--- src/rtl/core/scpc_pkg.sv ---
// shared types and constants of the segment polygon clip unit
`timescale 1ns / 1ps
package scpc_pkg;

  // operations queued between front and back
  typedef enum logic [1:0] {
    OP_START,
    OP_EDGE,
    OP_EMIT
  } scpc_op_t;

  typedef enum logic [3:0] {
    BS_IDLE,
    BS_MUL,
    BS_CHECK,
    BS_PREP,
    BS_DIV,
    BS_ROUND,
    BS_UPD,
    BS_ALONG,
    BS_OUT
  } scpc_back_state_t;

  localparam int unsigned CFG_DATA_BITS = 32;
  localparam int unsigned CFG_ADDR_BITS = 3;
  localparam logic REG_PARALLEL_THRESHOLD = 1'b0;
  localparam logic [CFG_DATA_BITS-1:0] PARALLEL_THRESHOLD_RESET = 32'd1;
  localparam int unsigned OP_KIND_BITS = 2;

endpackage

--- src/rtl/core/scpc_front.sv ---
// front end: takes vertices, tracks first and previous vertex, queues operations
`timescale 1ns / 1ps
module scpc_front #(
  parameter int unsigned COORD_BITS = 24
) (
  input  logic                  clk,
  input  logic                  rst_n,
  input  logic                  in_tvalid,
  output logic                  in_tready,
  input  logic [6*COORD_BITS-1:0] in_fields_i,
  input  logic                  in_first_i,
  input  logic                  in_last_i,
  output logic                  push_o,
  output logic [4*COORD_BITS+scpc_pkg::OP_KIND_BITS-1:0] push_data_o,
  input  logic                  full_i
);
  localparam int unsigned C = COORD_BITS;

  logic [C-1:0] first_x_r, first_y_r, prev_x_r, prev_y_r;
  logic [4*C-1:0] seg_r;
  logic [C-1:0] vx_r, vy_r, px_r, py_r, fx_r, fy_r;
  logic is_first_r;
  logic [2:0] pend_r;
  logic accept;
  logic [C-1:0] vx, vy;
  scpc_pkg::scpc_op_t kind;
  logic [4*C-1:0] data;

  assign vx = in_fields_i[5*C-1:4*C];
  assign vy = in_fields_i[6*C-1:5*C];
  assign in_tready = (pend_r == 3'b000);
  assign accept = in_tvalid && in_tready;
  assign push_o = (pend_r != 3'b000);
  assign push_data_o = {kind, data};

  always_comb begin
    kind = scpc_pkg::OP_EMIT;
    data = '0;
    if (pend_r[0]) begin
      if (is_first_r) begin
        kind = scpc_pkg::OP_START;
        data = seg_r;
      end else begin
        kind = scpc_pkg::OP_EDGE;
        data = {vy_r, vx_r, py_r, px_r};
      end
    end else if (pend_r[1]) begin
      kind = scpc_pkg::OP_EDGE;
      data = {fy_r, fx_r, vy_r, vx_r};
    end
  end

  always_ff @(posedge clk) begin
    if (accept) begin
      seg_r      <= in_fields_i[4*C-1:0];
      vx_r       <= vx;
      vy_r       <= vy;
      px_r       <= prev_x_r;
      py_r       <= prev_y_r;
      fx_r       <= in_first_i ? vx : first_x_r;
      fy_r       <= in_first_i ? vy : first_y_r;
      is_first_r <= in_first_i;
    end
  end

  always_ff @(posedge clk) begin
    if (!rst_n) begin
      first_x_r <= '0;
      first_y_r <= '0;
      prev_x_r  <= '0;
      prev_y_r  <= '0;
      pend_r    <= 3'b000;
    end else if (accept) begin
      prev_x_r <= vx;
      prev_y_r <= vy;
      if (in_first_i) begin
        first_x_r <= vx;
        first_y_r <= vy;
      end
      pend_r <= {in_last_i, in_last_i, 1'b1};
    end else if (push_o && !full_i) begin
      // retire lowest pending operation
      if (pend_r[0]) pend_r[0] <= 1'b0;
      else if (pend_r[1]) pend_r[1] <= 1'b0;
      else pend_r[2] <= 1'b0;
    end
  end
endmodule

--- config.mk ---
export PLATFORM = sky130hd
export DESIGN_NAME = scpc_front
export DESIGN_NICKNAME = d
export VERILOG_FILES = /design/src/rtl/core/scpc_pkg.sv /design/src/rtl/core/scpc_front.sv
export SDC_FILE = /design/constraint.sdc
export NUM_CORES = 1
export LEC_CHECK = 0
export BUFFER_PORTS_ARGS = -buffer_cell sky130_fd_sc_hd__buf_2
export CORE_MARGIN = 5
export CORE_UTILIZATION = 30
export DETAILED_ROUTE_END_ITERATION = 12
export SLEW_MARGIN = 20
export SYNTH_ARGS = -nofsm -noshare
export SYNTH_HDL_FRONTEND = slang
export SYNTH_SLANG_ARGS = --single-unit
export TNS_END_PERCENT = 1
--- constraint.sdc ---
create_clock -name clk -period 14.3 [get_ports clk]
set_clock_uncertainty 0.2 [all_clocks]
set_input_delay 2.86 -clock clk [delete_from_list [all_inputs] [get_ports clk]]
set_output_delay 2.86 -clock clk [all_outputs]
set_load 0.05 [all_outputs]
* Yosys cells after proc, flatten, opt, wreduce, memory -nomap -nowiden
Index checks and enable logic that the tools add are counted.
** Cells by class
- Equality and inequality tests :: 2
- Muxes and demuxes :: 12
- Reductions and logical operators :: 8
** Operators with widths (count)
- $mux 96 :: 3
- $mux 24 :: 2
- $mux 2 :: 3
- $mux 3 :: 2
- $ne 2x1->1 const B :: 2
- $logic_not 3->1 :: 1
- $reduce_and 3->1 :: 1
- $reduce_bool 3->1 :: 1
- $logic_and 1x1->1 :: 2
- $mux 1 :: 2
- $reduce_and 2->1 :: 1
- $reduce_bool 2->1 :: 1
- $logic_not 1->1 :: 1
** Word-level totals
- Bits in registers :: 340
- Input port bits :: 150
- Output and inout bits :: 100

* Depth between registers and ports, before layout
- Word-level depth :: 4
- Gate-level depth with buffers :: 7
- Gate-level depth less buffers :: 4

* Worst setup path after synthesis
No wires, ideal clock.
- Kind :: input to register
- Start point :: in in_tvalid
- End point :: reg fx_r[0] (enable)
- Arrival time :: 6.391 ns
- Required time :: 13.602 ns
- Path slack :: 7.211 ns
- Stages on the path :: 4
- Path buffers :: 2
- Cells stage by stage :: or4b_1 > buf_2 > clkinv_2 > buf_2
** On the way
- Longest elaborated chain between the ends :: 1
** RTL lines
- start, declared :: RTL line scpc_front.sv:8 : input logic in_tvalid,
- $logic_and 1x1->1 :: RTL line scpc_front.sv:32 : assign accept = in_tvalid && in_tready;
- via accept :: RTL line scpc_front.sv:24 : logic accept;
- end signal, assigned :: RTL line scpc_front.sv:60 : fx_r <= in_first_i ? vx : first_x_r;
- end, declared :: RTL line scpc_front.sv:21 : logic [C-1:0] vx_r, vy_r, px_r, py_r, fx_r, fy_r;
The timed path passes the listed nets, and every way through them passes these cells.
A chain may end at the register's enable or synchronous reset.

* Final worst setup path
- Start point :: in in_tvalid
- End point :: reg seg_r[82] (enable)
** On the way
- Longest elaborated chain between the ends :: 1
** RTL lines
- $logic_and 1x1->1 :: RTL line scpc_front.sv:32
- end signal, assigned :: RTL line scpc_front.sv:55 : seg_r <= in_fields_i[4*C-1:0];
- end, declared :: RTL line scpc_front.sv:20 : logic [4*C-1:0] seg_r;
Every way passes these cells.

==> impl_metrics.json <==
{
  "ir_drop_uv": 125.1,
  "yosysSeqAreaShare": 0.6810,
  "nets": 1330,
  "dr_wl_met2_um": 14790,
  "synth_cell_type_count": 23,
  "wirelength_um": 30500,
  "drv_cap": 0,
  "pwr-share-seq": 0.477,
  "period_share": 0.4449,
  "final_cell_mix": "248 x buf_2, 241 x edfxtp_1, 144 x mux2_2",
  "grt_pass1_vias": 8673,
  "switching_share": 0.2621,
  "rows": 77,
  "hold_end": "px_r[23]$_DFFE_PP_",
  "routed-wl-met3_um": 1710,
  "port_buffers": 249,
  "setup.worst_path.class": "in -> reg",
  "setup_viol": 0,
  "hold_slack_ns": 0.2224,
  "internal_power_w": 0.001851,
  "cts.path.max_buffers": 3,
  "worstHoldPathType": "reg -> reg",
  "p_sw_w": 0.0006575,
  "syn_nets": 1102,
  "tightest_slew_ns": 1.030,
  "p_clk_frac": 0.373,
  "nFillCells": 4295,
  "htreeDepth": 2,
  "die_w_um": 222.4,
  "min_period_ns": 6.362,
  "wire_per_inst_um": 16.91,
  "netlist_area_um2": 13540,
  "num_vias": 8280,
  "reg2reg_depth": 5,
  "cp_data_required_time_ns": 14.24,
  "synth_top_cell_area_share": 0.5346,
  "drv_slew": 0,
  "syn_to_final_growth_pct": 21.99,
  "root_buffer": "clkbuf_16",
  "remaining_drc_errors": 0,
  "max_slew_margin": 0.3132,
  "grt_overflow": 0,
  "drtAntennaViolNets": 0,
  "core_area_um2": 44410,
  "combPwrFrac": 0.150,
  "cellPowerDensity_nw_per_um2": 151.9,
  "avgViaCountPerCell": 4.592,
  "grt_max_degree": 177,
  "path_clk_slew_ns": 0.06,
  "cts_resized": 0,
  "status": "completed",
  "p_leak_nw": 6.339,
  "hold_viol_final": 0,
  "critPathMaxFanout": 176,
  "worstReg2RegStart": "pend_r[0]$_SDFFE_PN0P_",
  "drt-initial-drc-count": 520,
  "routed.top_layer": "met4",
  "cts_setup_buffers": 0,
  "hold_buffers": 0,
  "synth_area_leaders": "edfxtp_1 53%, dfxtp_1 15%, mux2_2 12%",
  "grt_usage": 0.1190,
  "synth_largest_area_cell": "edfxtp_1",
  "setup_tns_ns": 0,
  "cp.arrival_ns": 6.30,
  "start_util": 0.3048,
  "gp_congestion": 0.7077,
  "layout.cells.most_common": "buf_2",
  "postSynthCellCount": 952,
  "dieArea_um2": 49470,
  "r2r-end": "seg_r[82]$_DFFE_PP_",
  "ys_seq_elements": 340,
  "io_pins": 250,
  "antenna_found_initial": 0,
  "routedLengthMet1_um": 13320,
  "firstDrtPassIters": 4,
  "reg2reg_slack_ns": 9.22,
  "clk_latency_ns": 0.53,
  "end_kind": "flop",
  "hpwl_um": 18330,
  "min_path_cells": 0,
  "rsz0062_at_grt": "false",
  "avgSynthCellArea_um2": 14.22,
  "yosysWarnings": 0,
  "startpoint_type": "primary input",
  "drive_above_1_share": 0.3769,
  "grt_pass1_wl_um": 47620,
  "clock.fmax_mhz": 157.2,
  "cts.sinks": 340,
  "cts_buffers": 38,
  "worstHoldStart": "prev_x_r[23]$_SDFFE_PN0P_",
  "die_h_um": 222.4,
  "cts_tree": "done"
}
sequential cells by signal, indices dropped and copies added, names as in the netlist:
register    count
first_x_r      24
first_y_r      24
fx_r           24
fy_r           24
is_first_r      1
pend_r          3
prev_x_r       24
prev_y_r       24
px_r           24
py_r           24
seg_r          96
vx_r           24
vy_r           24
layer usage:
layer,GRT usage,vias up
li1,-,3987
met1,0.1500,4063
met2,0.2012,191
met3,0.02904,39
met4,0.04071,0
met5,0,-
synthesized netlist by cell type:
cell        n
a21boi_0   20
a21boi_1   31
a21oi_1     1
a22o_1     96
buf_1       2
buf_2      13
buf_4       5
buf_6       4
clkbuf_1   46
clkinv_2    1
dfxtp_1    99
edfxtp_1  241
inv_1       1
mux2_2    144
nand2_1    97
nand4b_1    1
nor2_1     97
nor2b_1     1
nor3_1      1
nor3b_1    48
o21ai_0     1
o31ai_1     1
or4b_1      1
per-stage QoR:
step,power (W),instances,setup WS [ns],util,area [um^2]
2_1_floorplan,0.001496,952,7.211,-,13540
3_3_place_gp,0.001588,1731,7.374,0.3441,15280
3_5_place_dp,0.001598,1732,7.292,0.3448,15310
4_1_cts,0.002552,1802,7.878,0.3718,16510
5_1_grt,0.002626,1802,7.617,0.3718,16510
6_report,0.002508,1803,7.938,0.3718,16510
final cells by class:
cell class | count | area [um^2] | area share
diodes | 1 | 2.502 | 0.0001515
clock buffers | 59 | 1094 | 0.06622
clock inverters | 11 | 105.1 | 0.006365
inverters | 2 | 20.02 | 0.001212
multi-input cells | 540 | 3993 | 0.2418
flip-flops and latches | 340 | 9223 | 0.5585
well taps | 592 | 740.7 | 0.04486
repair buffers | 258 | 1336 | 0.08092
cell families after synthesis:
group                  share of synthesized area
buffers and inverters                    0.02486
DFF                                       0.6810
and+or+nand+nor                          0.08263
muxes                                     0.1198
AOI/OAI and AO/OA                        0.09169
critical path: stages:
cell	delay [ns]
buf_2	0.10
or4b_4	0.77
clkinv_8	0.58
buf_4	0.83
buf_4	0.89
power by group through the flow:
stage / clock network [W] / registers (W) / logic (W)
after detailed placement: 0 / 0.00122 / 0.000381
final: 0.000937 / 0.00120 / 0.000375
after global routing: 0.00101 / 0.00120 / 0.000407
after global placement: 0 / 0.00121 / 0.000374
after CTS: 0.000974 / 0.00120 / 0.000382
after floorplan: 0 / 0.00121 / 0.000287
how the worst max path moves through the flow:
stage | cells after the start | endpoint | from
after global routing | 7 | first_y_r[7]$_SDFFE_PN0P_ | in_tvalid
final | 5 | seg_r[82]$_DFFE_PP_ | in_tvalid
after floorplan | 4 | fx_r[0]$_DFFE_PP_ | in_tvalid
after CTS | 7 | prev_y_r[7]$_SDFFE_PN0P_ | in_tvalid
after detailed placement | 7 | prev_y_r[7]$_SDFFE_PN0P_ | in_tvalid
after global placement | 5 | seg_r[31]$_DFFE_PP_ | in_tvalid
No activity file was read; power rests on OpenSTA's default activity.
