==> src/rtl/core/scpc_pkg.sv <==
// shared types and constants of the segment polygon clip unit
`timescale 1ns / 1ps
package scpc_pkg;

  // operations queued between front and back
  typedef enum logic [1:0] {
    OP_START,
    OP_EDGE,
    OP_EMIT
  } scpc_op_t;

  typedef enum logic [3:0] {
    BS_IDLE,
    BS_MUL,
    BS_CHECK,
    BS_PREP,
    BS_DIV,
    BS_ROUND,
    BS_UPD,
    BS_ALONG,
    BS_OUT
  } scpc_back_state_t;

  localparam int unsigned CFG_DATA_BITS = 32;
  localparam int unsigned CFG_ADDR_BITS = 3;
  localparam logic REG_PARALLEL_THRESHOLD = 1'b0;
  localparam logic [CFG_DATA_BITS-1:0] PARALLEL_THRESHOLD_RESET = 32'd1;
  localparam int unsigned OP_KIND_BITS = 2;

endpackage

==> src/rtl/core/scpc_back.sv <==
// back end: edge products, shared divider, interval update and endpoint output
`timescale 1ns / 1ps
module scpc_back #(
  parameter int unsigned COORD_BITS = 24,
  parameter int unsigned T_FRAC_BITS = 16
) (
  input  logic clk,
  input  logic rst_n,
  input  logic [scpc_pkg::CFG_DATA_BITS-1:0] threshold_i,
  input  logic empty_i,
  input  logic [4*COORD_BITS+scpc_pkg::OP_KIND_BITS-1:0] op_data_i,
  output logic pop_o,
  output logic out_tvalid,
  input  logic out_tready,
  output logic out_hit_o,
  output logic [4*COORD_BITS-1:0] out_coords_o
);
  localparam int unsigned C  = COORD_BITS;
  localparam int unsigned F  = T_FRAC_BITS;
  localparam int unsigned CD = C + 1;
  localparam int unsigned W  = 2 * C + 3;
  localparam int unsigned RW = W + 1;
  localparam int unsigned QW = F + 2;
  localparam int unsigned TW = F + 3;
  localparam int unsigned PW = CD + TW;
  localparam int unsigned XW = (W > scpc_pkg::CFG_DATA_BITS) ? W : scpc_pkg::CFG_DATA_BITS;
  localparam int unsigned NW = $clog2(F + 1);
  localparam logic signed [TW-1:0] T_ONE = TW'(1) << F;
  localparam logic [QW-1:0] Q_TWO = QW'(1) << (F + 1);
  localparam logic signed [PW-1:0] HALF = PW'(1) << (F - 1);

  scpc_pkg::scpc_back_state_t state_r, state_nxt;

  logic [C-1:0] ax_r, ay_r;
  logic signed [CD-1:0] cx_r, cy_r, nx_r, ny_r, dx_r, dy_r;
  logic signed [W-1:0] den_r, num_r;
  logic [W-1:0] dmag_r, nmag_r;
  logic dpos_r, tneg_r, rej_r, hit_r;
  logic [QW-1:0] q_r;
  logic [RW-1:0] r_r;
  logic [NW-1:0] cnt_r;
  logic signed [TW-1:0] t_r, tin_r, tout_r;
  logic [2:0] k_r;
  logic signed [PW-1:0] prod_r;
  logic [C-1:0] res_r [4];

  scpc_pkg::scpc_op_t op_kind;
  logic [C-1:0] p0x, p0y, p1x, p1y;
  logic signed [CD-1:0] ma, mb;
  logic signed [2*CD-1:0] mprod;
  logic signed [W-1:0] mprod_w;
  logic [W-1:0] den_mag, num_mag;
  logic parallel;
  logic [RW-1:0] d_ext, rem;
  logic ge;
  logic [QW-1:0] tmag;
  logic signed [TW-1:0] tmag_s;
  logic signed [CD-1:0] c_sel;
  logic signed [TW-1:0] t_sel;
  logic signed [PW-1:0] aprod, shifted;
  logic [C-1:0] a_sel;
  logic signed [PW-1:0] coord;
  logic [1:0] ridx;
  logic out_free;

  assign op_kind = scpc_pkg::scpc_op_t'(op_data_i[4*C+scpc_pkg::OP_KIND_BITS-1:4*C]);
  assign p0x = op_data_i[C-1:0];
  assign p0y = op_data_i[2*C-1:C];
  assign p1x = op_data_i[3*C-1:2*C];
  assign p1y = op_data_i[4*C-1:3*C];
  assign pop_o = (state_r == scpc_pkg::BS_IDLE) && !empty_i;
  assign out_free = !out_tvalid || out_tready;

  // shared edge multiplier
  always_comb begin
    case (k_r[1:0])
      2'd0: begin ma = nx_r; mb = cx_r; end
      2'd1: begin ma = ny_r; mb = cy_r; end
      2'd2: begin ma = nx_r; mb = dx_r; end
      default: begin ma = ny_r; mb = dy_r; end
    endcase
    mprod   = ma * mb;
    mprod_w = W'(mprod);
  end

  assign den_mag  = den_r[W-1] ? W'(-den_r) : den_r;
  assign num_mag  = num_r[W-1] ? W'(-num_r) : num_r;
  assign parallel = (den_r == '0) || (XW'(den_mag) < XW'(threshold_i));

  assign d_ext = {1'b0, dmag_r};
  assign ge    = (r_r >= d_ext);
  assign rem   = ge ? (r_r - d_ext) : r_r;
  assign tmag  = q_r + QW'(ge);
  assign tmag_s = $signed({1'b0, tmag});

  // endpoint multiplier
  assign c_sel   = k_r[0] ? cy_r : cx_r;
  assign t_sel   = k_r[1] ? tout_r : tin_r;
  assign aprod   = PW'(c_sel * t_sel);
  assign ridx    = 2'(k_r - 3'd1);
  assign a_sel   = ridx[0] ? ay_r : ax_r;
  assign shifted = (prod_r + HALF) >>> F;
  assign coord   = PW'($signed(a_sel)) + shifted;

  always_ff @(posedge clk) begin
    if (!rst_n) state_r <= scpc_pkg::BS_IDLE;
    else state_r <= state_nxt;
  end

  always_comb begin
    state_nxt = state_r;
    unique case (state_r)
      scpc_pkg::BS_IDLE: begin
        if (!empty_i) begin
          unique case (op_kind)
            scpc_pkg::OP_START: state_nxt = scpc_pkg::BS_IDLE;
            scpc_pkg::OP_EDGE:  state_nxt = rej_r ? scpc_pkg::BS_IDLE : scpc_pkg::BS_MUL;
            scpc_pkg::OP_EMIT:  state_nxt = rej_r ? scpc_pkg::BS_OUT : scpc_pkg::BS_ALONG;
            default:            state_nxt = scpc_pkg::BS_IDLE;
          endcase
        end
      end
      scpc_pkg::BS_MUL:   if (k_r == 3'd3) state_nxt = scpc_pkg::BS_CHECK;
      scpc_pkg::BS_CHECK: state_nxt = parallel ? scpc_pkg::BS_IDLE : scpc_pkg::BS_PREP;
      scpc_pkg::BS_PREP: begin
        if ({1'b0, nmag_r} >= {dmag_r, 1'b0}) state_nxt = scpc_pkg::BS_ROUND;
        else state_nxt = scpc_pkg::BS_DIV;
      end
      scpc_pkg::BS_DIV:   if (cnt_r == NW'(F)) state_nxt = scpc_pkg::BS_ROUND;
      scpc_pkg::BS_ROUND: state_nxt = scpc_pkg::BS_UPD;
      scpc_pkg::BS_UPD:   state_nxt = scpc_pkg::BS_IDLE;
      scpc_pkg::BS_ALONG: if (k_r == 3'd4) state_nxt = scpc_pkg::BS_OUT;
      scpc_pkg::BS_OUT:   if (out_free) state_nxt = scpc_pkg::BS_IDLE;
      default:            state_nxt = scpc_pkg::BS_IDLE;
    endcase
  end

  // interval and segment state
  always_ff @(posedge clk) begin
    if (!rst_n) begin
      ax_r   <= '0;
      ay_r   <= '0;
      cx_r   <= '0;
      cy_r   <= '0;
      tin_r  <= '0;
      tout_r <= T_ONE;
      rej_r  <= 1'b0;
    end else begin
      if (state_r == scpc_pkg::BS_IDLE && !empty_i && op_kind == scpc_pkg::OP_START) begin
        ax_r   <= p0x;
        ay_r   <= p0y;
        cx_r   <= CD'($signed(p1x)) - CD'($signed(p0x));
        cy_r   <= CD'($signed(p1y)) - CD'($signed(p0y));
        tin_r  <= '0;
        tout_r <= T_ONE;
        rej_r  <= 1'b0;
      end
      if (state_r == scpc_pkg::BS_CHECK && parallel && num_r[W-1]) rej_r <= 1'b1;
      if (state_r == scpc_pkg::BS_UPD) begin
        if (dpos_r) begin
          if (t_r < tout_r) begin
            if (t_r < tin_r) rej_r <= 1'b1;
            else tout_r <= t_r;
          end
        end else if (t_r > tin_r) begin
          if (t_r > tout_r) rej_r <= 1'b1;
          else tin_r <= t_r;
        end
      end
    end
  end

  // edge datapath
  always_ff @(posedge clk) begin
    case (state_r)
      scpc_pkg::BS_IDLE: begin
        k_r  <= '0;
        nx_r <= CD'($signed(p1y)) - CD'($signed(p0y));
        ny_r <= CD'($signed(p0x)) - CD'($signed(p1x));
        dx_r <= CD'($signed(p0x)) - CD'($signed(ax_r));
        dy_r <= CD'($signed(p0y)) - CD'($signed(ay_r));
        if (!empty_i && op_kind == scpc_pkg::OP_EMIT) begin
          hit_r <= !rej_r;
          if (rej_r) begin
            for (int i = 0; i < 4; i++) res_r[i] <= '0;
          end
        end
      end
      scpc_pkg::BS_MUL: begin
        k_r <= k_r + 3'd1;
        case (k_r[1:0])
          2'd0:    den_r <= mprod_w;
          2'd1:    den_r <= den_r + mprod_w;
          2'd2:    num_r <= mprod_w;
          default: num_r <= num_r + mprod_w;
        endcase
      end
      scpc_pkg::BS_CHECK: begin
        dmag_r <= den_mag;
        nmag_r <= num_mag;
        dpos_r <= !den_r[W-1];
        tneg_r <= num_r[W-1] ^ den_r[W-1];
      end
      scpc_pkg::BS_PREP: begin
        cnt_r <= '0;
        if ({1'b0, nmag_r} >= {dmag_r, 1'b0}) begin
          // quotient of two or more saturates
          q_r <= Q_TWO;
          r_r <= '0;
        end else begin
          q_r <= '0;
          r_r <= {1'b0, nmag_r};
        end
      end
      scpc_pkg::BS_DIV: begin
        cnt_r <= cnt_r + 1'b1;
        q_r   <= {q_r[QW-2:0], ge};
        r_r   <= {rem[RW-2:0], 1'b0};
      end
      scpc_pkg::BS_ROUND: begin
        t_r <= tneg_r ? -tmag_s : tmag_s;
      end
      scpc_pkg::BS_ALONG: begin
        k_r    <= k_r + 3'd1;
        prod_r <= aprod;
        if (k_r != 3'd0) res_r[ridx] <= coord[C-1:0];
      end
      default: ;
    endcase
  end

  // output register
  always_ff @(posedge clk) begin
    if (!rst_n) begin
      out_tvalid <= 1'b0;
    end else if (state_r == scpc_pkg::BS_OUT && out_free) begin
      out_tvalid <= 1'b1;
    end else if (out_tready) begin
      out_tvalid <= 1'b0;
    end
  end

  always_ff @(posedge clk) begin
    if (state_r == scpc_pkg::BS_OUT && out_free) begin
      out_hit_o    <= hit_r;
      out_coords_o <= {res_r[3], res_r[2], res_r[1], res_r[0]};
    end
  end
endmodule

==> config.mk <==
export PLATFORM = sky130hd
export DESIGN_NAME = scpc_back
export DESIGN_NICKNAME = d
export VERILOG_FILES = /design/src/rtl/core/scpc_pkg.sv /design/src/rtl/core/scpc_back.sv
export SDC_FILE = /design/constraint.sdc
export NUM_CORES = 2
export LEC_CHECK = 0
export ABC_CLOCK_PERIOD_IN_PS = 11500
export BUFFER_PORTS_ARGS = -buffer_cell sky130_fd_sc_hd__buf_2
export CORE_MARGIN = 4
export CORE_UTILIZATION = 43
export DETAILED_ROUTE_END_ITERATION = 7
export SYNTH_ARGS = -nofsm -noshare
export SYNTH_HDL_FRONTEND = slang
export SYNTH_SLANG_ARGS = --single-unit
export TNS_END_PERCENT = 10
==> constraint.sdc <==
create_clock -name clk -period 11.5 [get_ports clk]
set_input_delay 1.725 -clock clk [delete_from_list [all_inputs] [get_ports clk]]
set_output_delay 1.725 -clock clk [all_outputs]
set_load 0.02 [all_outputs]
== Yosys cells after proc, flatten, opt, wreduce, memory -nomap -nowiden ==
Memory sizes are Yosys's and may differ from the RTL's. A register that Yosys moved wholly into a read port is not among the register bits.
Index checks and enable logic that the tools add are counted.
Word-level totals
  register bits after elaboration: 587
  RAM bits: 96
  output and inout port bits: 99
  memories: 1
Operators by class
  $add $sub $neg: 17
  $mul: 2
  magnitude comparators: 7
  equality and inequality tests: 20
  multiplexer cells: 58
  bitwise gates (word level): 2
  reduce and logical (&&, ||, !) cells: 29
Memories
  res_r: words 4, width 24, rd ports 4, clocked after memory_dff 4, wr ports 4, line scpc_back.sv:45  | logic [C-1:0] res_r [4];
Operators by type and width (number)
  $mux W19: 11
  $pmux W51 S2: 2
  $mux W51: 3
  $sub A24 B24 Y25: 5
  $pmux W52 S2: 1
  $add A51 B50 Y51: 2
  $neg A51 Y51: 2
  $pmux W25 S3: 1
  $ge A51 B52 Y1: 1
  $ge A52 B51 Y1: 1
  $logic_not A51 Y1: 1
  $lt A51 B32 Y1: 1
  $sub A51 B51 Y51: 1
  $mul A25 B25 Y50: 1
  $mux W25: 2
  $mux W50: 1
  $mux W24: 2
  $add A40 B17 Y40 const B: 1
  $mul A25 B19 Y40: 1
  $gt A19 B19 Y1: 2
  $lt A19 B19 Y1: 2
  $mux W18: 2
  $pmux W18 S2: 1
  $pmux W4 S8: 1
  35 further kinds: 87

== Logic depth before layout (Yosys ltp) ==
  word-level depth: 11
  gate-level depth with buffers: 53
  depth with buffers taken out: 45

== Worst setup path before layout ==
No wires, ideal clock.
  path kind: register to register
  start point: register k_r[0]
  end point: register num_r[50] (data pin)
  arrival: 11896 ps
  data required time: 11234 ps
  slack: -662 ps
  cell stages (with the launch flop): 47
  period minus slack after synthesis: 12162 ps
  cells stage by stage: edfxtp_1 > clkbuf_1 > clkbuf_1 > buf_1 > inv_1 > ha_1 > clkbuf_1 > nor2_1 > clkbuf_1 > clkbuf_1 > mux2i_1 > clkbuf_1 > nor2_1 > fa_1 > inv_1 > fa_1 > inv_1 > fa_1 > (+11 left out) > a41oi_1 > o21ai_0 > a21o_1 > a21oi_1 > o21ai_0 > xor2_1 > ha_1 > nand4_1 > inv_1 > nand3_1 > or4_1 > o221ai_1 > a311oi_1 > o31ai_1 > a211oi_1 > xor2_1 > nor2_1 > xnor2_1
Between the ends
  cells in the longest elaborated chain, start to end: 6
Ends and longest elaborated chain
  start, declared: line scpc_back.sv:43  | logic [2:0] k_r;
  start signal, assigned: line scpc_back.sv:190  | k_r <= k_r + 3'd1;
  start signal, assigned: line scpc_back.sv:224  | k_r <= k_r + 3'd1;
  $eq A2 B2 Y1 / $logic_not A2 Y1 (equally long branches): line scpc_back.sv:76, scpc_back.sv:191
  $reduce_or A2 Y1 (no source line)
  $mux W25: line scpc_back.sv:76  | case (k_r[1:0])
  $mul A25 B25 Y50: line scpc_back.sv:82  | mprod = ma * mb;
  $add A51 B50 Y51: line scpc_back.sv:195  | default: num_r <= num_r + mprod_w;
  $pmux W51 S2 (*): line scpc_back.sv:191  | case (k_r[1:0])
  end signal, assigned: line scpc_back.sv:194  | 2'd2: num_r <= mprod_w;
  end signal, assigned: line scpc_back.sv:195
  end, declared: line scpc_back.sv:36  | logic signed [W-1:0] den_r, num_r;
Mark *: on every way between the ends. The rest lies on a longest branch, timed or not.
A chain may end at the register's enable or synchronous reset.

== Worst setup path after layout ==
  start point: register k_r[1]
  end point: register den_r[50] (data pin)
Between the ends
  cells in the longest elaborated chain, start to end: 6
Ends and longest elaborated chain
  $eq A2 B2 Y1 / $logic_not A2 Y1 (equally long branches): line scpc_back.sv:76, scpc_back.sv:191
  $reduce_or A2 Y1 (no source line)
  $mux W25: line scpc_back.sv:76
  $mul A25 B25 Y50: line scpc_back.sv:82
  $add A51 B50 Y51: line scpc_back.sv:193  | 2'd1: den_r <= den_r + mprod_w;
  $pmux W51 S2 (*): line scpc_back.sv:191
  end signal, assigned: line scpc_back.sv:192  | 2'd0: den_r <= mprod_w;
  end signal, assigned: line scpc_back.sv:193
  end, declared: line scpc_back.sv:36
Marks and branches as above.

==> impl_metrics.yaml <==
die:
  rows: 164
  dieArea_um2: 209000
  fp.dieH_um: 457
  start_util_pct: 43.4
  core_um2: 200000
  ios: 233
  dieWidth_um: 457
synthesis:
  synth_common_cells: "inv_1 (1459), nand2_1 (1203), fa_1 (1104)"
  ys_ff_latch: 764
  syn_inst: 9294
  synth_most_common_cell: "inv_1"
  yosys.area.top_type: "fa_1"
  synth.area.top_cells: "fa_1 (25%), edfxtp_1 (22%), ha_1 (10%)"
  yosysUniqueCellTypes: 80
  async_flop_share_pct: 0
  yosysTopAreaCellShare_pct: 25.5
  synthesis.area_um2: 86800
  synth_area_per_cell_um2: 9.34
  yosys_warnings: 0
  yosys_most_used_dff: "edfxtp_1"
  ys_seq_area_share_pct: 24.8
  syn-num-nets: 11200
  synth_edf_count: 622
setup_path:
  worstSetupEndpointType: "register"
  path_class: "reg2reg"
  required_ns: 11.96
  path_common_cell: "fa_1"
  max_stage_delay_ns: 0.83
  r2r-start: "k_r[1]"
  crit_fanout: 30
  arrival_ns: 11.63
  crit_path_start_kind: "register"
  path_buf_inv: 7
  reg2reg_to: "den_r[50]"
  crit_path_top_delay_cell: "a222oi_1"
  rrSetupSlack_ns: 0.33
  r2r_cells: 41
  critical-path-top-delay-family: "adder cells"
  crit_cells: 41
worst_hold_path:
  hp-class: "reg2reg"
  min_path_cells: 0
  hold_start: "res_r[1][11]"
  hold_end: "out_coords_o[35]"
clocking:
  h-tree-depth: 3
  cts.sinks: 764
  cts_hold_buf: 0
  root_buffer: "clkbuf_16"
  cts_tree: "yes"
  clkTransAtPathRegs_ns: 0.06
  clkLatencyLatePin_ns: 0.77
  clock_path_buffers: 3
  cts_buffers: 93
cells_and_area:
  multi_input_area_um2: 58900
  area_growth_pct: 10.3
  nFillCells: 19100
  nets: 11500
  drive_gt1_share_pct: 8.54
  area.sequential_um2: 21500
detailed_routing:
  viasPerCell: 5.55
  first_pass_iters: 8
  wl_per_cell_um: 22.6
  routed_wl_mm: 278
  drtIter0Drc: 5073
  drc_errors: 0
  vias: 68200
  detail-route-antenna-nets: 0
timing:
  layout_min_cycle_time_ns: 11.17
  finalClockSkew_ns: 0.0722
  relSlewSlack_pct: 23.0
  max_freq_ghz: 0.0895
  tns_ns: 0
  hold_violations: 0
  drv_slew: 0
  fin_crit_sh_pct: 97.2
  setup_viol: 0
  worstMarginPinSlew_ns: 1.13
global_routing:
  antenna_found_initial: 32
  grt_start_max_net_pins: 87
  grt_pass1_wl_mm: 424
  grtUsageTotal_pct: 26.3
  grt_pass1_vias: 69800
  grt_overflow: 0
placement:
  gp_congestion: 0.981
  hpwl_mm: 226
  io_buffers: 232
flow_run:
  cap_violations: 0
run_status:
  status: "complete, no violations"
## how the worst max path moves through the flow
stage,startpoint,to,slack (ns)
after global placement,k_r[1],num_r[50],0.19
after floorplan,k_r[0],num_r[50],0.05
after CTS,k_r[1],num_r[49],0.03
after detailed placement,k_r[1],den_r[49],0.05
after global routing,k_r[1],den_r[50],-0.02
final,k_r[1],den_r[50],0.33
## routing by layer
metal / track usage (%) / vias to the layer above / wire, um
met1: 33.9 / 34500 / 112000
met3: 4.11 / 553 / 18200
met5: 0 / - / 53
li1: - / 30900 / -
met2: 43.9 / 2252 / 133000
met4: 11.8 / 8 / 14200
## per-stage QoR
step           cells  setup WS [ns]  util (%)  hold WS (ns)  area (um2)
2_1_floorplan   9294         0.0526         -         0.400       86800
3_3_place_gp   12100          0.193      46.1         0.402       92200
3_5_place_dp   12100         0.0502      46.1         0.405       92200
4_1_cts        12300         0.0324      47.7         0.405       95500
5_1_grt        12300        -0.0202      47.8         0.413       95700
6_report       12300          0.325      47.8         0.413       95700
## what timing repair did
item                                    4_1_cts  5_1_grt
pin swaps                                     0        3
gates resized for setup                       2       29
endpoints found under the setup margin        2       22
setup buffers                                 0        4
gates cloned                                  0        1
## sequential cells by signal (all words and copies together) (netlist names), 24 cells and up
name,count
out_coords_o,96
res_r,96
dmag_r,51
den_r,51
ny_r,25
nx_r,25
nmag_r,51
ax_r,24
dx_r,25
cx_r,25
num_r,51
ay_r,24
cy_r,25
r_r,52
dy_r,25
prod_r,25
## placed cells by master, fill, tap and decap left out, types with 50 or more instances in the layout
cell type / instances
xnor2_1: 374
o21bai_1: 52
dfxtp_1: 142
and2_1: 71
fa_1: 1104
mux2i_1: 98
buf_2: 232
nand4_1: 77
a21o_1: 184
mux2_2: 94
o21a_1: 66
edfxtp_1: 622
ha_1: 692
clkbuf_16: 98
nand2_1: 1202
o31ai_1: 50
nor3_1: 82
nor2b_1: 69
xor2_1: 121
o21ai_0: 343
nor2_1: 811
nand2b_1: 89
inv_1: 1456
buf_4: 210
a21oi_1: 475
nand3_1: 143
## layout make-up
class,count,share of cell area [%]
clock inverters,65,0.770
well taps,2656,3.47
multi-input cells,6738,61.6
diodes,19,0.0497
clock buffers,111,2.62
flip-flops and latches,764,22.5
repair buffers,464,3.30
inverters,1462,5.74
## kinds of logic (layout without fill, tap and decap cells)
| kind of cell | count (synthesis) | after routing | synth area share (%) |
|---|---|---|---|
| flip-flops | 764 | 764 | 24.8 |
| other | 0 | 19 | 0 |
| AO/OA/AOI/OAI | 1505 | 1505 | 10.8 |
| AND/OR/NAND/NOR | 2730 | 2730 | 13.7 |
| buffers and inverters | 1792 | 2102 | 7.75 |
| XOR/XNOR | 499 | 499 | 5.03 |
| multiplexers | 205 | 205 | 2.50 |
| adder cells (fa/ha/maj) | 1799 | 1799 | 35.5 |
Power is left out: the tool's default activity adds up to more than one toggle a clock period on the data nets, which glitch-free logic cannot reach.
