<file path="config.mk">
export PLATFORM = sky130hd
export DESIGN_NAME = scpc_fifo
export DESIGN_NICKNAME = d
export VERILOG_FILES = /design/src/rtl/core/scpc_fifo.sv
export SDC_FILE = /design/constraint.sdc
export NUM_CORES = 1
export LEC_CHECK = 0
export ABC_CLOCK_PERIOD_IN_PS = 7000
export BUFFER_PORTS_ARGS = -buffer_cell sky130_fd_sc_hd__buf_2
export CORE_MARGIN = 5
export CORE_UTILIZATION = 30
export DETAILED_ROUTE_END_ITERATION = 16
export SLEW_MARGIN = 30
export SYNTH_ARGS = -nofsm -noshare
export SYNTH_HDL_FRONTEND = slang
export SYNTH_SLANG_ARGS = --single-unit
</file>
<file path="constraint.sdc">
create_clock -name clk -period 7 [get_ports clk]
set_input_delay 0 -clock clk [delete_from_list [all_inputs] [get_ports clk]]
set_output_delay 0 -clock clk [all_outputs]
set_load 0.005 [all_outputs]
</file>
<file path="src/rtl/core/scpc_fifo.sv">
// small operation queue between front and back
`timescale 1ns / 1ps
module scpc_fifo #(
  parameter int unsigned DATA_W = 98,
  parameter int unsigned DEPTH_LOG2 = 2
) (
  input  logic              clk,
  input  logic              rst_n,
  input  logic              push_i,
  input  logic [DATA_W-1:0] push_data_i,
  output logic              full_o,
  input  logic              pop_i,
  output logic [DATA_W-1:0] pop_data_o,
  output logic              empty_o
);
  localparam int unsigned DEPTH = 1 << DEPTH_LOG2;

  logic [DATA_W-1:0] mem_r [DEPTH];
  logic [DEPTH_LOG2:0] wr_ptr_r, rd_ptr_r;

  assign empty_o = (wr_ptr_r == rd_ptr_r);
  assign full_o  = (wr_ptr_r[DEPTH_LOG2-1:0] == rd_ptr_r[DEPTH_LOG2-1:0]) &&
                   (wr_ptr_r[DEPTH_LOG2] != rd_ptr_r[DEPTH_LOG2]);
  assign pop_data_o = mem_r[rd_ptr_r[DEPTH_LOG2-1:0]];

  always_ff @(posedge clk) begin
    if (push_i && !full_o) begin
      mem_r[wr_ptr_r[DEPTH_LOG2-1:0]] <= push_data_i;
    end
  end

  always_ff @(posedge clk) begin
    if (!rst_n) begin
      wr_ptr_r <= '0;
      rd_ptr_r <= '0;
    end else begin
      if (push_i && !full_o) wr_ptr_r <= wr_ptr_r + 1'b1;
      if (pop_i && !empty_o) rd_ptr_r <= rd_ptr_r + 1'b1;
    end
  end
endmodule

</file>
### Yosys cells after proc, flatten, opt, wreduce, memory -nomap -nowiden

Memories as Yosys holds them, arrays and structs flattened. A register that Yosys moved wholly into a read port is not among the register bits.
Cells that the tools add are included.

* multiplexer cells: 4
* $add $sub $neg: 2
* eq/ne operators: 3
* reductions and logical operators: 5

Operator list (count)
* adder 3 x 1 -> 3 bit, second input constant: 2
* 2-to-1 mux 2 bit: 2
* == test 3 bit: 1
* logical AND 1 bit: 3
* == test 2 bit: 1
* logical NOT 1 bit: 2
* 2-to-1 mux 1 bit: 2
* inequality test 1 bit: 1

* bits in registers: 6
* memory bits (writable): 392
* output and inout port bits: 100
* memories kept: 1

Memories
* mem_r: words 4, width 98, read ports 1, clocked after Yosys merged registers in 1, wr ports 1, RTL line 18 `logic [DATA_W-1:0] mem_r [DEPTH];`

### Longest topological paths before layout

Gate-level depths: netlist of the first run.

* depth in word-level cells: 6
* depth in mapped cells: 5

### Worst setup path after synthesis of the first run

No wires, ideal clock.

* path kind: register -> register
* from: register wr_ptr_r[0]
* to: memory mem_r[3][0], enable pin
* buffers on the path: 0
* arrival time: 5.039 ns
* setup time: 0.555 ns
* data required time: 6.445 ns
* slack: 1.406 ns
* period minus slack after synthesis: 5.594 ns
* stages on the path, launching flop included: 4
* path through: dfxtp_1 > xor2_1 > nor3_1 > nor2_1

* cells in the longest elaborated chain, start to end: 6

RTL lines
* start: declaration: RTL line 19 `logic [DEPTH_LOG2:0] wr_ptr_r, rd_ptr_r;`
* start signal: assignment: RTL line 37 `if (push_i && !full_o) wr_ptr_r <= wr_ptr_r + 1'b1;`
* == test 2 bit: RTL line 22 `assign full_o = (wr_ptr_r[DEPTH_LOG2-1:0] == rd_ptr_r[DEPTH_LOG2-1:0]) &&`
* logical AND 1 bit: RTL line 22
* named net full_o: RTL line 11 `output logic full_o,`
* logical NOT 1 bit: RTL line 27 `if (push_i && !full_o) begin`
* logical AND 1 bit: RTL line 27
* 2-to-1 mux 1 bit: RTL line 27
* 2-to-1 mux 1 bit (implied by the code): RTL line 28 `mem_r[wr_ptr_r[DEPTH_LOG2-1:0]] <= push_data_i;`
* end: declaration: RTL line 18

The timed path passes the listed nets, and every way through them passes these cells.

### Worst setup path after layout of the first run

* from: register wr_ptr_r[1]
* to: memory mem_r[2][2], enable pin

* cells in the longest elaborated chain, start to end: 6

RTL lines (RTL line)
* == test 2 bit: 22
* logical AND 1 bit: 22
* logical NOT 1 bit: 27
* logical AND 1 bit: 27
* 2-to-1 mux 1 bit: 27
* 2-to-1 mux 1 bit (implied by the code): 28

Several ways; a longest one is shown, not always the timed one.

==> results of run 1 <==
==> area by class of cell <==
type	count	area (um2)	share of cell area
multi-input cells	151	2600	0.1377
clock inverters	32	270.3	0.01432
well taps	622	778.2	0.04123
clock buffers	48	1116	0.05912
flip-flops and latches	400	11940	0.6325
inverters	5	18.77	0.0009942
repair buffers	313	2150	0.1139
diodes	2	5.005	0.0002651
==> cells in the mapped netlist <==
cell type | count | area share
xor2_1 | 3 | 0.0018
o31a_1 | 1 | 0.00060
clkbuf_4 | 1 | 0.00051
buf_2 | 12 | 0.0041
o21ai_0 | 4 | 0.0014
inv_1 | 5 | 0.0013
mux4_2 | 98 | 0.15
a211oi_1 | 1 | 0.00051
clkbuf_1 | 7 | 0.0018
nor2_1 | 2 | 0.00051
nand4_1 | 2 | 0.00085
a211o_1 | 4 | 0.0024
and2_1 | 4 | 0.0017
buf_6 | 4 | 0.0031
a31oi_1 | 2 | 0.00085
ha_1 | 5 | 0.0043
nor3_1 | 4 | 0.0014
o211ai_1 | 2 | 0.0010
nand3_1 | 3 | 0.0010
edfxtp_1 | 392 | 0.80
dfxtp_1 | 8 | 0.011
a41oi_1 | 2 | 0.0012
nand3b_1 | 4 | 0.0020
xnor2_1 | 3 | 0.0018
a21oi_1 | 2 | 0.00068
nand2_1 | 3 | 0.00077
and3_2 | 1 | 0.00051
or4_1 | 1 | 0.00051
==> state kept, by name, summed over array words and instances, names as in the netlist, named ones only <==
register  flops
mem_r       392
rd_ptr_r      3
wr_ptr_r      3
==> metrics by stage <==
stage | hold WS (ns) | instance area, um2
after floorplan | 0.09887 | 14670
after global placement | 0.2141 | 16400
after detailed placement | 0.2158 | 16460
after CTS | 0.1476 | 18870
after global routing | 0.1658 | 18870
final | 0.1994 | 18880
==> repair_timing <==
item	CTS	global route
hold buffers	102	0
setup endpoints to repair	0	0
endpoints found under the hold margin	400	0
==> routing by layer <==
metal	global-route usage	wire [um]	vias up
li1	-	-	3183
met1	0.1565	14010	3595
met2	0.1767	13880	199
met3	0.03577	2065	53
met4	0.02897	653	2
met5	0	7	-
==> power breakdown <==
part | internal [mW] | switching, mW | leakage (nW) | total [mW]
clock | 1.27 | 0.922 | 0.693 | 2.20
combinational | 0.683 | 0.721 | 1.98 | 1.40
sequential | 3.04 | 0.134 | 3.67 | 3.18
total | 5.00 | 1.78 | 6.34 | 6.78
==> placed cells by master, fill, tap and decap left out, types with 3 or more instances in the layout <==
master,count
a211o_1,4
and2_4,3
buf_2,201
buf_4,6
bufinv_16,3
clkbuf_1,4
clkbuf_16,44
clkinv_1,6
clkinv_2,14
dfxtp_1,6
dlygate4sd3_1,102
edfxtp_1,392
ha_1,5
inv_1,5
inv_6,4
mux4_2,98
nand2_1,3
nand3_1,3
nand3b_1,4
nor3_1,4
o21ai_0,4
xnor2_1,3
xor2_1,3
==> worst paths after layout <==
kind | start | endpoint | slack, ns
worst max-delay path | wr_ptr_r[1]$_SDFFE_PN0P_ | mem_r[2][2]$_DFFE_PP_ | 4.02
worst min-delay path | push_data_i[23] | mem_r[0][23]$_DFFE_PP_ | 0.20
worst max register to register | wr_ptr_r[1]$_SDFFE_PN0P_ | mem_r[2][2]$_DFFE_PP_ | 4.02
worst min register to register | wr_ptr_r[2]$_SDFFE_PN0P_ | wr_ptr_r[2]$_SDFFE_PN0P_ | 0.57
==> cell families after synthesis <==
family,after synthesis,synth area share
compound gates,18,0.008612
xor+xnor,6,0.003582
fa+ha+maj,5,0.004263
buf+inv,29,0.01074
flops,400,0.8131
mux,98,0.1504
simple gates,24,0.009294
==> run summary, run 1 <==
VDD IR max -> 0.1645 mV
count of cell types in the netlist -> 28
critical path class -> flip-flop to flip-flop
synthesized area per cell -> 25.30 um2
cell family with most CP delay -> buffers and inverters
IO Count -> 202
global placement routability congestion -> 0.7601
Syn Inst Count -> 580
Die Height -> 231.2 um
Largest stage delay, worst path -> 0.78 ns
DRC Markers -> 0
layout net count -> 1022
Layout fillers -> 4405
HPWL reported at the end of detailed placement -> 18090 um
PwrDens -> 359.1 nW/um2
Clock Skew -> 0.02413 ns
CTS Buf Count -> 44
GRT Residual Overflow -> 0
worst reg-to-reg path cell count -> 4
MaxCap Viol Count -> 0
CP max-delay cell -> buf_4
All-Layer GR Usage -> 0.1135
Placed Cells -> 1389
Detailed Routing Iterations Pass 1 -> 5
TNS Setup -> 0 ns
sequential fraction of the synthesis area -> 0.8131
Slew Limit Fails -> 0
Layout area overhead -> 28.64%
status -> complete, no violations
vias in the first global route -> 7646
RSZ-0062 raised after global routing -> no
clock slew at reported path FFs -> 0.06 ns
Worst setup SP type -> flip-flop
Final min period -> 2.983 ns
measured slew at the worst slew-check pin -> 0.8456 ns
synth warn -> 0
row count -> 81
f_max -> 0.3353 GHz
Die Width -> 231.2 um
Starting Density -> 0.3016
Die ar. -> 53440 um2
worst min path class -> input pin to flip-flop
global-route wire length before repair -> 46260 um
clk sinks -> 400
Slew Limit Headroom -> 0.4363
largest net degree at the start of global routing -> 67
nature of the critical path endpoint -> flip-flop
CP Buf/Inv Count -> 1
worst skew pair latency -> 0.55 ns
fraction of layout cells with a size suffix above 1 -> 0.4067
Wirelength per Cell -> 19.46 um
DR vias/cell -> 4.470
Post-CTS Setup Inserts -> 0
Final period util -> 0.4261
Bufs on Longest Clock Path -> 3
Setup violations, final -> 0
fin worst setup slack -> 4.017 ns
cell count of the worst hold path -> 2
CTS resizes -> 0
Worst Path Arrival -> 3.14 ns
P_leak -> 6.340 nW
largest fanout on the critical path -> 57
vias after detailed routing -> 7032
Syn Std Cell Area -> 14670 um2
Core ar. -> 48650 um2
Initial DRC Count -> 364
antenna violations before repair -> 3
final hold violations -> 0
CTS tree -> done
pre-CTS WS -> 3.956 ns
drt total wl -> 30620 um
Critical Path Stages -> 4
final cell count without fillers -> 1573
flops & latches, synth -> 400
Post-Syn Nets -> 687
Post-DRT Antenna Nets -> 0
Worst EP required -> 7.16 ns
Root Driver -> clkbuf_16
fin util -> 0.3880
Pwr Total -> 6.778 mW
PortBufs -> 201
critical path, cell by cell -> xnor2_1 > a31oi_1 > and2_4 > buf_4
Max H-tree Level -> 2
No activity file was read; power rests on OpenSTA's default activity.
==> run 2, diff against run 1 <==
Settings changed: ABC_CLOCK_PERIOD_IN_PS 7000 to 2650.
Clock period 7 ns to 2.65 ns, I/O delays scaled along.
==> run 2 against run 1 <==
Compared with the run above:
- first-iteration DRC count increased by 35%
- via count increased by 1.6%
- highest routed layer unchanged
- critical path depth decreased by 1
- final cell count increased by 0.19%
- routed wire length increased by 0.77%
- register-to-register slack got worse by 3.5 ns
==> run summary, run 2 (synthesis gave the netlist of run 1 again) <==
Die ar. -> 53440 um2 (unchanged)
TNS Setup -> 0 ns (unchanged)
commonest non-fill, non-tap cell in the layout -> edfxtp_1
Reg2Reg Setup Slack -> 0.51 ns (-3.51 ns)
min-delay src -> push_data_i[95]
status -> complete, no violations
measured slew at the worst slew-check pin -> 0.5519 ns (-0.2936 ns)
drt total wl -> 30850 um (+0.77%)
Worst EP required -> 2.65 ns (-4.51 ns)
antenna violations before repair -> 4 (+1)
Core ar. -> 48650 um2 (unchanged)
Initial DRC Count -> 490 (+35%)
largest net degree at the start of global routing -> 72 (+7.5%)
Layout area overhead -> 29.75%
vias in the first global route -> 7826 (+2.4%)
layout net count -> 1030 (+0.78%)
worst min path class -> input pin to flip-flop
critical path, cell by cell -> buf_4 > mux4_2 > buf_2
max FFs per register -> 392 (unchanged)
Post-DRT Antenna Nets -> 0 (unchanged)
VDD IR max -> 0.6548 mV (+300%)
cell family with most CP delay -> multiplexers
Clock Skew -> 0.01443 ns (-0.009696 ns)
worst skew pair latency -> 0.56 ns (about the same)
Detailed Routing Iterations Pass 1 -> 4 (-1)
IO Count -> 202 (unchanged)
final hold violations -> 0 (unchanged)
Slew Limit Headroom -> 0.6294 (+0.1931)
f_max -> 0.4407 GHz
nature of the critical path endpoint -> primary output
Worst Path Arrival -> 2.27 ns (-0.87 ns)
PwrDens -> 953.4 nW/um2 (+170%)
Die Height -> 231.2 um (unchanged)
global-route wire length before repair -> 47470 um (+2.6%)
Area after DPL -> 16600 um2 (+0.84%)
Slew Limit Fails -> 0 (unchanged)
most frequent cells in the layout -> edfxtp_1 (392), buf_2 (201), dlygate4sd3_1 (102), mux4_2 (98), clkbuf_16 (47)
worst r2r src -> wr_ptr_r[1]$_SDFFE_PN0P_
Wirelength per Cell -> 19.58 um (+0.58%)
post-route cell area -> 19040 um2 (+0.86%)
CP Buf/Inv Count -> 2 (+1)
Final period util -> 0.8563
Starting Density -> 0.3016 (unchanged)
largest fanout on the critical path -> 18 (-68%)
clock slew at reported path FFs -> 0.06 ns (about the same)
Layout fillers -> 4336 (-1.6%)
Root Driver -> clkbuf_16
vias after detailed routing -> 7148 (+1.6%)
worst reg-to-reg path cell count -> 4 (unchanged)
clk sinks -> 400 (unchanged)
cell count of the worst hold path -> 2 (unchanged)
global placement routability congestion -> 0.7077 (-6.9%)
MaxCap Viol Count -> 0 (unchanged)
GRT Residual Overflow -> 0 (unchanged)
Max H-tree Level -> 2 (unchanged)
CTS Buf Count -> 45 (+2.3%)
DRC Markers -> 0 (unchanged)
fin worst setup slack -> 0.3808 ns (-3.637 ns)
Die Width -> 231.2 um (unchanged)
All-Layer GR Usage -> 0.1159 (+0.002361)
CTS resizes -> 0 (unchanged)
Final min period -> 2.269 ns
row count -> 81 (unchanged)
Hold EP -> mem_r[1][95]$_DFFE_PP_
Largest stage delay, worst path -> 0.57 ns (-0.21 ns)
CTS tree -> done
Pwr Total -> 18.15 mW (+170%)
PortBufs -> 201 (unchanged)
pre-CTS WS -> 0.4716 ns (-3.485 ns)
RSZ-0062 raised after global routing -> no
Bufs on Longest Clock Path -> 3 (unchanged)
Post-CTS Setup Inserts -> 0 (unchanged)
DR vias/cell -> 4.536 (+1.5%)
CP max-delay cell -> mux4_2
fraction of layout cells with a size suffix above 1 -> 0.4038 (-0.002958)
Setup violations, final -> 0 (unchanged)
WHS -> 0.1942 ns (-0.005263 ns)
P_leak -> 6.393 nW (+0.84%)
HPWL reported at the end of detailed placement -> 18040 um (-0.30%)
r2r endpoint -> mem_r[0][76]$_DFFE_PP_
Worst setup SP type -> flip-flop
critical path class -> flip-flop to primary output
## run 2: cell count changes in the layout (fill, tap and decap cells not counted), moves of 2 or more
cell,before,now
clkinv_2,14,6
clkbuf_1,4,9
buf_6,2,0
inv_6,4,2
buf_16,2,0
clkbuf_16,44,47
buf_12,0,10
## run 2: worst register-to-register path, stage by stage, from the launching register on
cell	delay, ns
dfxtp_1	0.50
xnor2_1	0.22
a31oi_1	0.33
and2_4	0.46
buf_12	0.30
## run 2: worst max path at each step
stage | end | slack, ns | from | depth (start not counted)
2_1_floorplan | mem_r[3][0]$_DFFE_PP_ | -0.12 | rd_ptr_r[1]$_SDFFE_PN0P_ | 4
3_3_place_gp | mem_r[0][88]$_DFFE_PP_ | 0.50 | wr_ptr_r[1]$_SDFFE_PN0P_ | 4
3_5_place_dp | mem_r[0][88]$_DFFE_PP_ | 0.47 | wr_ptr_r[1]$_SDFFE_PN0P_ | 4
4_1_cts | pop_data_o[59] | 0.26 | flip-flop | 3
5_1_grt | pop_data_o[59] | 0.20 | flip-flop | 3
6_report | pop_data_o[59] | 0.38 | flip-flop | 3
## run 2: per-layer routing
metal | up-vias | GRT usage | part of all wire
li1 | 3198 | - | -
met1 | 3710 | 0.1512 | 0.42
met2 | 195 | 0.1886 | 0.49
met3 | 41 | 0.03418 | 0.070
met4 | 4 | 0.03622 | 0.017
met5 | - | 0 | 0.00088
## run 2: per-stage QoR
step,cells,utilization
3_5_place_dp,1396,0.3413
5_1_grt,1575,0.3913
3_3_place_gp,1396,0.3413
4_1_cts,1573,0.3912
6_report,1576,0.3914
2_1_floorplan,580,-
## run 2: power by group
group | internal, mW | switching, mW
Sequential | 8.03 | 0.309
Combinational | 1.89 | 1.96
Clock | 3.60 | 2.36
## run 2: what timing repair did
action / CTS / global route
hold buffers: 102 / 0
endpoints found under the setup margin: 0 / 0
endpoints found under the hold margin: 400 / 0
## run 2: cell type report
class	count	area (um2)	share of cell area
inverter	5	18.77	0.0009857
multi-input combinational	151	2608	0.1370
clock inverter	19	198.9	0.01045
timing repair buffer	320	2280	0.1197
sequential	400	11940	0.6271
antenna	3	7.507	0.0003943
tap	622	778.2	0.04088
clock buffer	56	1210	0.06355
==> run 3, diff against run 2 <==
Settings changed: CTS_BUF_LIST set to sky130_fd_sc_hd__clkbuf_8, SLEW_MARGIN 30 to 20.
==> run 3 against run 2 <==
Compared with the run above:
- sequential cell count unchanged
- final cell count is 3.0% higher
- first-iteration DRC count is 14% lower
- worst setup slack lost 0.078 ns
- fmax shrank 3.3%
- clock power decreased by 16%
- critical path type unchanged
==> run summary, run 3 (synthesis gave the netlist of run 1 again) <==
status -> complete, no violations
Bufs on Longest Clock Path -> 3 (unchanged)
vias in the first global route -> 8059 (+3.0%)
clk sinks -> 400 (unchanged)
post-route cell area -> 18860 um2 (-0.95%)
Post-CTS Setup Inserts -> 0 (unchanged)
area occupied by multi-input gates -> 2608 um2 (unchanged)
Final min period -> 2.347 ns (+0.07789 ns)
Worst Path Arrival -> 2.35 ns (+0.08 ns)
DRC Markers -> 0 (unchanged)
f_max -> 0.4261 GHz (-3.3%)
sequential cell area -> 11940 um2 (unchanged)
WHS -> 0.1165 ns (-0.07764 ns)
global-route wire length before repair -> 47740 um (+0.58%)
cell count of the worst hold path -> 2 (unchanged)
RSZ-0062 raised after global routing -> no
layout net count -> 1055 (+2.4%)
fin worst setup slack -> 0.3029 ns (-0.07789 ns)
Placed Cells -> 1396 (unchanged)
Slew Limit Fails -> 0 (unchanged)
worst min path class -> input pin to flip-flop
final hold violations -> 0 (unchanged)
Die Width -> 231.2 um (unchanged)
most frequent cells in the layout -> edfxtp_1 (392), buf_2 (201), dlygate4sd3_1 (102), mux4_2 (98), clkbuf_8 (70)
worst r2r src -> wr_ptr_r[1]$_SDFFE_PN0P_
TNS Setup -> 0 ns (unchanged)
Root Driver -> clkbuf_8
IO Count -> 202 (unchanged)
critical path class -> flip-flop to primary output
worst reg-to-reg path cell count -> 4 (unchanged)
vias after detailed routing -> 7257 (+1.5%)
row count -> 81 (unchanged)
Post-DRT Antenna Nets -> 0 (unchanged)
min-delay src -> push_data_i[70]
Core ar. -> 48650 um2 (unchanged)
r2r endpoint -> mem_r[0][72]$_DFFE_PP_
fraction of layout cells with a size suffix above 1 -> 0.4068 (+0.003028)
PwrDens -> 912.4 nW/um2 (-4.3%)
largest fanout on the critical path -> 18 (unchanged)
global placement routability congestion -> 0.7077 (unchanged)
drt total wl -> 31210 um (+1.2%)
Setup violations, final -> 0 (unchanged)
Clock Skew -> 0.01920 ns (+0.004771 ns)
Worst EP required -> 2.65 ns (about the same)
Layout area overhead -> 28.51%
Hold EP -> mem_r[2][70]$_DFFE_PP_
Area after DPL -> 16600 um2 (unchanged)
nature of the critical path endpoint -> primary output
PortBufs -> 201 (unchanged)
CTS tree -> done
Layout fillers -> 4403 (+1.5%)
final cell count without fillers -> 1623 (+3.0%)
measured slew at the worst slew-check pin -> 0.5504 ns (-0.001586 ns)
Max H-tree Level -> 3 (+1)
DR vias/cell -> 4.471 (-1.4%)
antenna violations before repair -> 4 (unchanged)
Detailed Routing Iterations Pass 1 -> 4 (unchanged)
Die Height -> 231.2 um (unchanged)
pre-CTS WS -> 0.4716 ns (unchanged)
largest net degree at the start of global routing -> 72 (unchanged)
Reg2Reg Setup Slack -> 0.50 ns (about the same)
commonest non-fill, non-tap cell in the layout -> edfxtp_1
HPWL reported at the end of detailed placement -> 18040 um (unchanged)
All-Layer GR Usage -> 0.1174 (+0.001518)
CTS resizes -> 0 (unchanged)
Starting Density -> 0.3016 (unchanged)
Initial DRC Count -> 421 (-14%)
Slew Limit Headroom -> 0.6305 (+0.001065)
MaxCap Viol Count -> 0 (unchanged)
worst skew pair latency -> 0.62 ns (+0.06 ns)
post-cts hold buffer count -> 102 (unchanged)
Final period util -> 0.8857 (+0.02939)
Worst setup SP type -> flip-flop
VDD IR max -> 0.5831 mV (-11%)
GRT Residual Overflow -> 0 (unchanged)
Die ar. -> 53440 um2 (unchanged)
P_leak -> 6.394 nW (about the same)
max FFs per register -> 392 (unchanged)
clock slew at reported path FFs -> 0.06 ns (about the same)
Wirelength per Cell -> 19.23 um (-1.8%)
CTS Buf Count -> 70 (+56%)
run 3: changes by cell type in the layout (fill, tap and decap cells not counted):
cell | before | now
inv_1 | 5 | 24
clkinvlp_4 | 0 | 2
clkinv_2 | 6 | 4
clkbuf_16 | 47 | 0
clkbuf_8 | 0 | 70
clkinv_4 | 1 | 0
inv_8 | 0 | 2
clkinv_1 | 6 | 21
clkbuf_1 | 9 | 0
bufinv_16 | 4 | 1
inv_6 | 2 | 3
run 3: layout make-up:
class,instances,share of cell area
Sequential cell,400,0.6331
Timing Repair Buffer,320,0.1209
Clock buffer,70,0.05109
Multi-Input combinational cell,151,0.1383
Tap cell,622,0.04127
Antenna cell,3,0.0003981
Clock inverter,52,0.01400
Inverter,5,0.0009952
run 3: where the power goes:
part | switching, mW | internal [mW] | total (mW) | leakage, nW
logic | 1.96 | 1.89 | 3.85 | 2.03
registers | 0.312 | 8.03 | 8.35 | 3.67
clock network | 2.43 | 2.58 | 5.01 | 0.693
total | 4.70 | 12.5 | 17.2 | 6.39
run 3: metal layers:
| layer | track usage | up-vias | part of all wire |
|---|---|---|---|
| met5 | 0 | - | 0.00042 |
| met4 | 0.03808 | 2 | 0.021 |
| met3 | 0.04631 | 56 | 0.076 |
| met2 | 0.1871 | 216 | 0.48 |
| met1 | 0.1483 | 3721 | 0.42 |
| li1 | - | 3262 | - |
run 3: critical path, stage by stage, from the launching register on:
cell and delay (ns):
dfxtp_4 0.56, buf_4 0.43, mux4_2 0.57, buf_2 0.14
run 3: worst max path at each step:
stage               cells after the start                endpoint  slack (ns)
floorplan                               4   mem_r[3][0]$_DFFE_PP_       -0.12
global placement                        4  mem_r[0][88]$_DFFE_PP_        0.50
detailed placement                      4  mem_r[0][88]$_DFFE_PP_        0.47
CTS                                     3          pop_data_o[59]        0.15
global route                            3          pop_data_o[59]        0.09
finish                                  3          pop_data_o[59]        0.30
run 3: through the flow:
stage,power [mW],util
global placement,12.31,0.3413
CTS,17.62,0.3875
floorplan,10.57,-
detailed placement,12.37,0.3413
finish,17.21,0.3877
global route,18.19,0.3876
